`src/clir_pkg.sv`:
```
// Package for the cursor list block: state and code enums, field widths and defaults.
// No dependencies; used by cursor_list_insert_remove and clir_checker.
package clir_pkg;

    localparam int CAPACITY_DEF   = 32;
    localparam int WORD_WIDTH_DEF = 32;

    localparam int MODE_W   = 3;
    localparam int ENTRY_W  = 32;
    localparam int VALUE_W  = 32;
    localparam int COUNT_W  = 6;
    localparam int STATUS_W = 2;

    // slave side: tdata = entry_value, tuser = mode
    localparam int S_TDATA_W = 32;
    // master side: tdata = current_value, item_count, pad; tuser = has_current, status
    localparam int M_TDATA_W = 40;
    localparam int M_TUSER_W = 1 + STATUS_W;

    typedef enum logic [MODE_W-1:0] {
        MODE_START   = 3'd0,
        MODE_ADVANCE = 3'd1,
        MODE_INSERT  = 3'd2,
        MODE_ATTACH  = 3'd3,
        MODE_REMOVE  = 3'd4,
        MODE_READ    = 3'd5
    } t_mode;

    typedef enum logic [STATUS_W-1:0] {
        STATUS_OK     = 2'd0,
        STATUS_FULL   = 2'd1,
        STATUS_NO_CUR = 2'd2
    } t_status;

    typedef enum logic [2:0] {
        S_IDLE,
        S_SHIFT_RD,
        S_SHIFT_WR,
        S_STORE,
        S_FETCH,
        S_OUT
    } t_state;

endpackage

```
`src/cursor_list_insert_remove.sv`:
```
// Ordered word list with a cursor: start, advance, insert, attach, remove, read.
// Depends on clir_pkg; one memory with its own write port and a registered read.
//
// One beat at a time: the block takes a beat, works on it, and drops o_s_tready
// until the result is in the output register. A plain step (start, advance,
// read, or a rejected add or remove) passes through S_FETCH and S_OUT only.
// Insert and attach add an S_SHIFT_RD, S_SHIFT_WR pair for every stored word
// that moves up one place plus S_STORE for writing the new word; remove adds
// a pair for every word behind the removed one. Each move is one read and one
// write through the memory's single registered read port; the worst case is an
// insert at the front of 31 stored words. A result still waiting in the output
// register holds the block in S_OUT until the receiver takes it.
// The list array needs no clearing after reset: only written entries are read.
module cursor_list_insert_remove #(
    parameter int CAPACITY   = clir_pkg::CAPACITY_DEF,
    parameter int WORD_WIDTH = clir_pkg::WORD_WIDTH_DEF
) (
    input  logic                           i_clk,
    input  logic                           i_rst_n,
    input  logic                           i_s_tvalid,
    output logic                           o_s_tready,
    input  logic [clir_pkg::S_TDATA_W-1:0] i_s_tdata,  // [31:0] entry_value
    input  logic [clir_pkg::MODE_W-1:0]    i_s_tuser,  // [2:0] mode
    output logic                           o_m_tvalid,
    input  logic                           i_m_tready,
    // [31:0] current_value, [37:32] item_count, [39:38] zero
    output logic [clir_pkg::M_TDATA_W-1:0] o_m_tdata,
    output logic [clir_pkg::M_TUSER_W-1:0] o_m_tuser   // [0] has_current, [2:1] status
);

    localparam int CW = $clog2(CAPACITY + 1);
    localparam int AW = (CAPACITY > 1) ? $clog2(CAPACITY) : 1;

    logic [WORD_WIDTH-1:0] mem [0:CAPACITY-1];

    clir_pkg::t_state  r_state, n_state;
    clir_pkg::t_mode   r_mode, n_mode;
    clir_pkg::t_status r_status, n_status;
    logic [CW-1:0]     r_count, n_count;
    logic [CW-1:0]     r_cursor, n_cursor;
    logic [CW-1:0]     r_idx, n_idx;
    logic [CW-1:0]     r_pos, n_pos;
    logic [WORD_WIDTH-1:0] r_word, n_word;
    logic [WORD_WIDTH-1:0] r_rd_data;

    logic                          r_out_valid, n_out_valid;
    logic [clir_pkg::VALUE_W-1:0]  r_out_value, n_out_value;
    logic [clir_pkg::COUNT_W-1:0]  r_out_count, n_out_count;
    logic                          r_out_has, n_out_has;
    clir_pkg::t_status             r_out_status, n_out_status;

    logic                  mem_we;
    logic [AW-1:0]         mem_wr_addr;
    logic [WORD_WIDTH-1:0] mem_wr_data;
    logic [AW-1:0]         mem_rd_addr;

    logic                  w_in_acc;
    logic                  w_has;
    logic                  w_full;
    logic                  w_slot_free;
    logic [CW-1:0]         w_cursor_inc;
    logic [CW-1:0]         w_ins_pos;
    logic                  w_rm_shift;
    logic                  w_rm_more;
    logic                  w_ins_more;
    logic [CW-1:0]         w_idx_up;
    logic [CW-1:0]         w_idx_dn;
    logic [WORD_WIDTH+31:0]   w_entry_ext;
    logic [WORD_WIDTH-1:0]    w_entry;
    logic [WORD_WIDTH+31:0]   w_val_ext;
    logic [CW+5:0]            w_count_ext;
    clir_pkg::t_mode          w_in_mode;

    assign w_in_mode    = clir_pkg::t_mode'(i_s_tuser);
    assign w_in_acc     = i_s_tvalid && o_s_tready;
    assign w_has        = r_cursor < r_count;
    assign w_full       = r_count >= CW'(CAPACITY);
    assign w_slot_free  = !r_out_valid || i_m_tready;
    assign w_cursor_inc = r_cursor + 1'b1;
    assign w_idx_up     = r_idx + 1'b1;
    assign w_idx_dn     = r_idx - 1'b1;
    assign w_ins_pos    = !w_has ? '0 :
                          (w_in_mode == clir_pkg::MODE_INSERT) ? r_cursor : w_cursor_inc;
    assign w_rm_shift   = ({1'b0, r_cursor} + 1'b1) < {1'b0, r_count};
    assign w_rm_more    = ({1'b0, r_idx} + 2'd2) < {1'b0, r_count};
    assign w_ins_more   = w_idx_dn > r_pos;
    assign w_entry_ext  = {{WORD_WIDTH{1'b0}}, i_s_tdata};
    assign w_entry      = w_entry_ext[WORD_WIDTH-1:0];
    assign w_val_ext    = {32'b0, r_rd_data};
    assign w_count_ext  = {6'b0, r_count};

    // next state
    always_comb begin
        n_state = r_state;
        case (r_state)
            clir_pkg::S_IDLE: begin
                if (w_in_acc) begin
                    case (w_in_mode)
                        clir_pkg::MODE_INSERT, clir_pkg::MODE_ATTACH: begin
                            if (w_full) begin
                                n_state = clir_pkg::S_FETCH;
                            end else if (r_count > w_ins_pos) begin
                                n_state = clir_pkg::S_SHIFT_RD;
                            end else begin
                                n_state = clir_pkg::S_STORE;
                            end
                        end
                        clir_pkg::MODE_REMOVE: begin
                            if (w_has && w_rm_shift) begin
                                n_state = clir_pkg::S_SHIFT_RD;
                            end else begin
                                n_state = clir_pkg::S_FETCH;
                            end
                        end
                        default: n_state = clir_pkg::S_FETCH;
                    endcase
                end
            end
            clir_pkg::S_SHIFT_RD: n_state = clir_pkg::S_SHIFT_WR;
            clir_pkg::S_SHIFT_WR: begin
                if (r_mode == clir_pkg::MODE_REMOVE) begin
                    n_state = w_rm_more ? clir_pkg::S_SHIFT_RD : clir_pkg::S_FETCH;
                end else begin
                    n_state = w_ins_more ? clir_pkg::S_SHIFT_RD : clir_pkg::S_STORE;
                end
            end
            clir_pkg::S_STORE: n_state = clir_pkg::S_FETCH;
            clir_pkg::S_FETCH: n_state = clir_pkg::S_OUT;
            clir_pkg::S_OUT: begin
                if (w_slot_free) begin
                    n_state = clir_pkg::S_IDLE;
                end
            end
            default: n_state = clir_pkg::S_IDLE;
        endcase
    end

    // datapath and memory control
    always_comb begin
        n_mode       = r_mode;
        n_status     = r_status;
        n_count      = r_count;
        n_cursor     = r_cursor;
        n_idx        = r_idx;
        n_pos        = r_pos;
        n_word       = r_word;
        n_out_valid  = r_out_valid && !i_m_tready;
        n_out_value  = r_out_value;
        n_out_count  = r_out_count;
        n_out_has    = r_out_has;
        n_out_status = r_out_status;
        mem_we       = 1'b0;
        mem_wr_addr  = r_idx[AW-1:0];
        mem_wr_data  = r_rd_data;
        mem_rd_addr  = r_cursor[AW-1:0];
        case (r_state)
            clir_pkg::S_IDLE: begin
                if (w_in_acc) begin
                    n_mode   = w_in_mode;
                    n_word   = w_entry;
                    n_status = clir_pkg::STATUS_OK;
                    case (w_in_mode)
                        clir_pkg::MODE_START: n_cursor = '0;
                        clir_pkg::MODE_ADVANCE: begin
                            if (w_has) begin
                                n_cursor = w_cursor_inc;
                            end else begin
                                n_status = clir_pkg::STATUS_NO_CUR;
                            end
                        end
                        clir_pkg::MODE_INSERT, clir_pkg::MODE_ATTACH: begin
                            if (w_full) begin
                                n_status = clir_pkg::STATUS_FULL;
                            end else begin
                                n_pos = w_ins_pos;
                                n_idx = r_count;
                            end
                        end
                        clir_pkg::MODE_REMOVE: begin
                            if (w_has) begin
                                n_idx = r_cursor;
                                // removing the tail item: nothing to move
                                if (!w_rm_shift) begin
                                    n_count = r_count - 1'b1;
                                end
                            end else begin
                                n_status = clir_pkg::STATUS_NO_CUR;
                            end
                        end
                        default: ;
                    endcase
                end
            end
            clir_pkg::S_SHIFT_RD: begin
                mem_rd_addr = (r_mode == clir_pkg::MODE_REMOVE) ? w_idx_up[AW-1:0]
                                                                : w_idx_dn[AW-1:0];
            end
            clir_pkg::S_SHIFT_WR: begin
                mem_we = 1'b1;
                if (r_mode == clir_pkg::MODE_REMOVE) begin
                    n_idx = w_idx_up;
                    if (!w_rm_more) begin
                        n_count = r_count - 1'b1;
                    end
                end else begin
                    n_idx = w_idx_dn;
                end
            end
            clir_pkg::S_STORE: begin
                mem_we      = 1'b1;
                mem_wr_addr = r_pos[AW-1:0];
                mem_wr_data = r_word;
                n_count     = r_count + 1'b1;
                n_cursor    = r_pos;
            end
            clir_pkg::S_FETCH: ;
            clir_pkg::S_OUT: begin
                if (w_slot_free) begin
                    n_out_valid  = 1'b1;
                    n_out_has    = w_has;
                    n_out_value  = w_has ? w_val_ext[clir_pkg::VALUE_W-1:0] : '0;
                    n_out_count  = w_count_ext[clir_pkg::COUNT_W-1:0];
                    n_out_status = r_status;
                end
            end
            default: ;
        endcase
    end

    always_ff @(posedge i_clk) begin
        if (mem_we) begin
            mem[mem_wr_addr] <= mem_wr_data;
        end
    end

    always_ff @(posedge i_clk) begin
        r_rd_data <= mem[mem_rd_addr];
    end

    always_ff @(posedge i_clk) begin
        if (!i_rst_n) begin
            r_state     <= clir_pkg::S_IDLE;
            r_count     <= '0;
            r_cursor    <= '0;
            r_out_valid <= 1'b0;
        end else begin
            r_state     <= n_state;
            r_count     <= n_count;
            r_cursor    <= n_cursor;
            r_out_valid <= n_out_valid;
        end
    end

    always_ff @(posedge i_clk) begin
        r_mode       <= n_mode;
        r_status     <= n_status;
        r_idx        <= n_idx;
        r_pos        <= n_pos;
        r_word       <= n_word;
        r_out_value  <= n_out_value;
        r_out_count  <= n_out_count;
        r_out_has    <= n_out_has;
        r_out_status <= n_out_status;
    end

    assign o_s_tready = (r_state == clir_pkg::S_IDLE);
    assign o_m_tvalid = r_out_valid;
    assign o_m_tdata  = {2'b00, r_out_count, r_out_value};
    assign o_m_tuser  = {r_out_status, r_out_has};

endmodule

```
`config.mk`:
```
export PLATFORM = sky130hd
export DESIGN_NAME = cursor_list_insert_remove
export DESIGN_NICKNAME = d
export VERILOG_FILES = /design/src/clir_pkg.sv /design/src/cursor_list_insert_remove.sv
export SDC_FILE = /design/constraint.sdc
export NUM_CORES = 2
export LEC_CHECK = 0
export BUFFER_PORTS_ARGS = -buffer_cell sky130_fd_sc_hd__buf_2
export CORE_ASPECT_RATIO = 1.5
export CORE_UTILIZATION = 30
export CTS_BUF_LIST = sky130_fd_sc_hd__clkbuf_4
export DETAILED_ROUTE_END_ITERATION = 8
export PLACE_DENSITY_LB_ADDON = 0.3
export RECOVER_POWER = 25
export SLEW_MARGIN = 30
export SYNTH_ARGS = -nofsm -noshare
export SYNTH_HDL_FRONTEND = slang
export SYNTH_SLANG_ARGS = --single-unit
```
`constraint.sdc`:
```
create_clock -name i_clk -period 7.6 [get_ports i_clk]
set_clock_uncertainty 0.05 [all_clocks]
set_input_delay 1.52 -clock i_clk [delete_from_list [all_inputs] [get_ports i_clk]]
set_output_delay 1.52 -clock i_clk [all_outputs]
set_load 0.005 [all_outputs]
```
* Word-level counts from Yosys, hierarchy flattened
Memories as Yosys holds them, arrays and structs flattened. A register that Yosys moved wholly into a read port is not among the register bits.
Index checks and enable logic that the tools add are counted.
Widths: inputs -> output; s select.
** Storage, ports and cells
- Bits of input ports :: 39
- Output and inout port bits :: 45
- Memories kept :: 1
- Register bits :: 106
- Memory bits (writable) :: 1024
- Word-level logic and storage cells :: 112
** Operators by class
- Reductions and logical operators :: 21
- $add $sub $neg :: 7
- Bitwise logic cells :: 1
- Muxes and demuxes :: 41
- Equality and inequality tests :: 22
- Magnitude comparators :: 6
** Memory list
- mem :: depth 32, width 32, rd ports 1, clocked after Yosys merged registers in 1, write ports 1, line cursor_list_insert_remove.sv:34 : logic [WORD_WIDTH-1:0] mem [0:CAPACITY-1];
** Operators by type and width (count)
- $mux 6 :: 14
- $pmux 6 s2 :: 4
- $mux 32 :: 1
- $add 6x1->6 const B :: 3
- $mux 3 :: 6
- $pmux 3 s6 :: 1
- $pmux 6 s3 :: 1
- $mux 5 :: 3
- $lt 7x6->1 :: 2
- $eq 3x2->1 const B :: 4
- $eq 3x3->1 const B :: 4
- $gt 6x6->1 :: 2
- $sub 6x1->6 const B :: 2
- $ne 3x3->1 const B :: 3
- $ne 2x2->1 const B :: 4
- $reduce_and 4->1 :: 2
- $add 6x1->7 const B :: 1
- $add 6x2->7 const B :: 1
- $reduce_and 7->1 :: 1
- $eq 3x1->1 const B :: 2
- $ge 6x6->1 const B :: 1
- $logic_not 3->1 :: 2
- $lt 6x6->1 :: 1
- $mux 1 :: 6
- other kinds (14) :: 27

* Logic depth before layout (Yosys ltp)
- Word-level depth :: 9
- Depth in mapped cells :: 16
- Depth with buffers taken out :: 15

* Worst setup path before layout
OpenSTA, ideal clock, no wires.
- Path type :: input-to-reg
- Start point :: input port i_m_tready
- End point :: register r_out_count[0] (netlist bit) (enable)
- Path buffers :: 0
- Setup slack :: 2.643 ns
- Arrival time :: 4.417 ns
- Cell stages on the path :: 2
- Data required time :: 7.060 ns
- Library setup time :: 0.490 ns
- Cell sequence :: nor2b_1 > nor3_1
** Between the ends
- Longest elaborated chain between the ends :: 2
** RTL lines
- start: declaration :: line cursor_list_insert_remove.sv:25 : input logic i_m_tready,
- $logic_or 1x1->1 :: line cursor_list_insert_remove.sv:78 : assign w_slot_free = !r_out_valid || i_m_tready;
- $reduce_and 2->1 (no source line)
- end signal: assignment :: line cursor_list_insert_remove.sv:261 : r_out_count <= n_out_count;
- end: declaration :: line cursor_list_insert_remove.sv:48 : logic [clir_pkg::COUNT_W-1:0] r_out_count, n_out_count;
Every way passes these cells.
A chain may end at the register's enable or synchronous reset.

* Worst setup path in the final report
- Start point :: register r_state[1]
- End point :: memory mem[26][12] (netlist bit) (enable)
** Between the ends
- Longest elaborated chain between the ends :: 5
- Elaborated cells between the ends (all ways) :: 7
- Those cells by class :: eq/ne: 2; mux: 4; reduce/logical: 1
** RTL lines
- start: declaration :: line cursor_list_insert_remove.sv:36 : clir_pkg::t_state r_state, n_state;
- start signal: assignment :: line cursor_list_insert_remove.sv:242 : r_state <= clir_pkg::S_IDLE;
- start signal: assignment :: line cursor_list_insert_remove.sv:247 : r_state <= n_state;
- $eq 3x2->1 :: line cursor_list_insert_remove.sv:156 : case (r_state)
- $reduce_or 2->1 (no source line)
- $mux 1 :: line cursor_list_insert_remove.sv:156
- $mux 1 :: line cursor_list_insert_remove.sv:231 : if (mem_we) begin
- $mux 1 (not written as such) :: line cursor_list_insert_remove.sv:232 : mem[mem_wr_addr] <= mem_wr_data;
- end: declaration :: line cursor_list_insert_remove.sv:34
Several ways; a longest one is shown, not always the timed one.

==> flow_summary_export.csv <==
group,metric,value,unit
status,status,"complete, but fails checks",
status,failed_checks,"DRC, capacitance limit, slew limit",
clock_tree,numCtsBuffers,305,
routing,via_count,32100,
floorplanning,core_area,159000,um^2
place,place.gp.congestion,0.829,
worst_setup_path,critPathArrivalTime,6690,ps
global_route,grt.overflow.total,0,
finish,layout-drive-gt1-share,17.1,%
finish,layout_common_cells,"edfxtp_1, nand2_1, clkbuf_4",
clock_tree,cts_sinks,1162,
worst_setup_path,critPathMaxStageDelay,1600,ps
timing,post-route-period-util,78.1,%
power_and_ir_drop,leakage,18.6,nW
global_route,grt_max_degree,193,
worst_setup_path,r2r_slack,1660,ps
synth,synth_edf_count,1114,
synth,synth-simple-area-share,14.3,%
timing,fin_ws,1660,ps
job,maxCapViolations,4,
floorplanning,fp.dieArea,162000,um^2
power_and_ir_drop,finalPower,22.1,mW
floorplanning,die_h,493,um
place,port_buffers,81,
synth,synth_seq_cells,1162,
finish,area_growth,13.7,%
floorplanning,ios,84,
worst_setup_path,crit_type,"reg -> reg",
clock_tree,cts_setup_buffers,0,
finish,layout_commonest_cell,"edfxtp_1",
clock_tree,cts-root-buf,"clkbuf_4",
timing,worst_slew_pin_slew,3180,ps
place,place_hpwl,73000,um
floorplanning,die_w,329,um
clock_tree,cts_hold_buf,0,
routing,wl_per_cell,22.9,um
timing,report.final.setup_viol,0,
clock_tree,cts_tree,"built",
worst_setup_path,worstReg2RegStart,"r_state[1]",
global_route,grt_pass1_wl,209000,um
routing,viasPerCell,5.11,
worst_hold_path,hold_depth,0,
synth,syn_inst,3785,
clock_tree,h-tree-depth,5,
synth,ys_warn_count,0,
worst_setup_path,crit_slowest_cell,"clkinvlp_2",
timing,final_hold_viol_count,0,
global_route,grt_use_total,17.6,%
global_route,grt_pass1_vias,31900,
global_route,antenna_found_initial,8,
worst_hold_path,min_path_type,"reg -> reg",
synth,synth_compound_area_share,8.04,%
synth,avgSynthCellArea,12.7,um^2
timing,slew_viol_final,156,
power_and_ir_drop,ir_drop,0.000375,V
routing,drcViolationCount,30,
worst_setup_path,crit_required,8350,ps
routing,routed_wl,144000,um
synth,synth_ff_type,"edfxtp_1",
clock_tree,clk_latency,1240,ps
worst_setup_path,rr_worst_depth,7,
power_and_ir_drop,power_density,403,nW/um^2
synth,async_flop_share,0,%
floorplanning,fp-row-count,179,
finish,nets,4071,
worst_setup_path,cp_cell_sequence,"nor2b_1 > and2_2 > clkinvlp_2 > o31ai_1 > nand2_1 > nor2_4 > buf_4",
worst_hold_path,hold_path_end,"r_out_status[0]",
worst_hold_path,worst_hold_startpoint,"r_status[0]",
synth,synthXorXnorAreaFrac,0.455,%
clock_tree,ctsResizeCount,0,
timing,grt_setup_unrepaired,"false",
floorplanning,start_util,30.3,%
timing,clock.fmax,168,MHz
synth,synth_top_family_by_area,"simple AND/OR/NAND/NOR gates",
worst_setup_path,r2r_end,"mem[26][12]",
worst_setup_path,path_buf_inv,2,
place,dp_slack,3320,ps
timing,relSlewSlack,-112,%
place,dp.cells,5767,
worst_setup_path,cp_top_family,"buffers and inverters",
synth,synth-adder-area-share,1.00,%
clock_tree,clockBufferDepth,4,
finish,layout.cells.non_filler,6289,
synth,netlist-cell-type-count,69,
routing,drt_first_pass_iters,8,
synth,ys_seq_area_share,71.5,%
timing,fin_crit,5940,ps
routing,ant_nets,0,
synth,muxShareOfSynthArea,2.24,%
clock_tree,path_clk_slew,70,ps
timing,tns,0,ps
timing,hold_slack,363,ps
worst_setup_path,crit_path_end_kind,"flop",
worst_setup_path,path_max_fanout,36,
finish,num-fill-cells,15700,
worst_setup_path,startpoint_type,"flop",
routing,drt_iter0_markers,2590,
synth,syn-cell-area,48100,um^2
==> report_power, final <==
part / total, mW / switching, mW / leakage, nW / internal [mW]
Combinational: 8.21 / 5.86 / 5.92 / 2.35
Clock: 5.17 / 2.50 / 2.18 / 2.67
Sequential: 8.66 / 0.297 / 10.5 / 8.37
Total: 22.1 / 8.66 / 18.6 / 13.4
==> final cells by class <==
cell class | count | area (um^2) | share of cell area (%)
diodes | 5 | 12.5 | 0.0229
clock buffers | 446 | 3350 | 6.12
clock inverters | 70 | 272 | 0.496
inverters | 30 | 115 | 0.210
multi-input cells | 2342 | 12900 | 23.6
flip-flops and latches | 1162 | 34400 | 62.9
well taps | 2081 | 2600 | 4.76
repair buffers | 153 | 1030 | 1.88
==> worst max-delay path by stage <==
stage | startpoint | end | cells after the start
6_report | r_state[1] | mem[26][12] | 7
2_1_floorplan | i_m_tready | r_out_count[0] | 2
4_1_cts | r_idx[0] | r_rd_data[5] | 11
3_5_place_dp | r_idx[0] | r_rd_data[15] | 11
3_3_place_gp | r_idx[0] | r_rd_data[15] | 11
5_1_grt | r_state[1] | mem[28][15] | 7
==> sequential cells by signal (all words and copies together), names as in the netlist, 3 cells and up <==
register     cells
r_word          32
mem           1024
r_count          6
r_mode           3
r_cursor         6
r_state          3
r_rd_data       32
r_pos            6
r_out_value     32
r_out_count      6
r_idx            6
==> metal layers <==
layer	track usage [%]	routed length [um]	share of wire, %
met1	21.3	57600	40
met4	8.63	5850	4.1
met5	0	50	0.035
met3	3.71	9300	6.5
met2	29.5	71200	49
==> synth_stat cells (all sizes together), types with 4 or more instances <==
| cell type | n | area share, % |
|---|---|---|
| edfxtp | 1114 | 70 |
| nand2 | 1043 | 8.1 |
| nand3 | 260 | 2.7 |
| clkbuf | 178 | 1.4 |
| o21ai | 176 | 1.8 |
| o22ai | 141 | 1.8 |
| nor2 | 96 | 0.76 |
| and2 | 79 | 1.0 |
| buf | 74 | 0.80 |
| a211oi | 67 | 1.0 |
| a31oi | 59 | 0.78 |
| a21oi | 48 | 0.51 |
| dfxtp | 48 | 2.0 |
| or3 | 45 | 0.59 |
| a311oi | 41 | 0.75 |
| ha | 37 | 0.96 |
| inv | 29 | 0.23 |
| mux4 | 28 | 1.3 |
| mux2 | 21 | 0.49 |
| mux2i | 21 | 0.44 |
| o221ai | 21 | 0.38 |
| or4 | 20 | 0.31 |
| o21a | 19 | 0.30 |
| xnor2 | 18 | 0.33 |
| nand2b | 14 | 0.18 |
| nor4 | 11 | 0.14 |
| nor3 | 9 | 0.094 |
| xor2 | 7 | 0.13 |
| nand4 | 6 | 0.078 |
| a21o | 5 | 0.078 |
| nor2b | 5 | 0.065 |
| o211a | 5 | 0.10 |
| o211ai | 4 | 0.062 |
| o21bai | 4 | 0.062 |
==> logic make-up (layout without fill, tap and decap cells) <==
group,count (synthesis),after routing
xor gates and xnor gates,25,25
other,1,7
adders and majority gates,38,38
and+or+nand+nor,1600,1600
DFF,1162,1162
buffers and inverters,282,699
AOI/OAI and AO/OA,607,607
muxes,70,70
==> metrics by stage <==
| step | utilization, % | cell area (um^2) |
|---|---|---|
| after CTS | 34.4 | 54700 |
| after detailed placement | 32.1 | 51100 |
| after global placement | 32.1 | 51000 |
| final | 34.4 | 54700 |
| after global routing | 34.4 | 54700 |
| after floorplan | - | 48100 |
No activity file was read; power rests on OpenSTA's default activity.
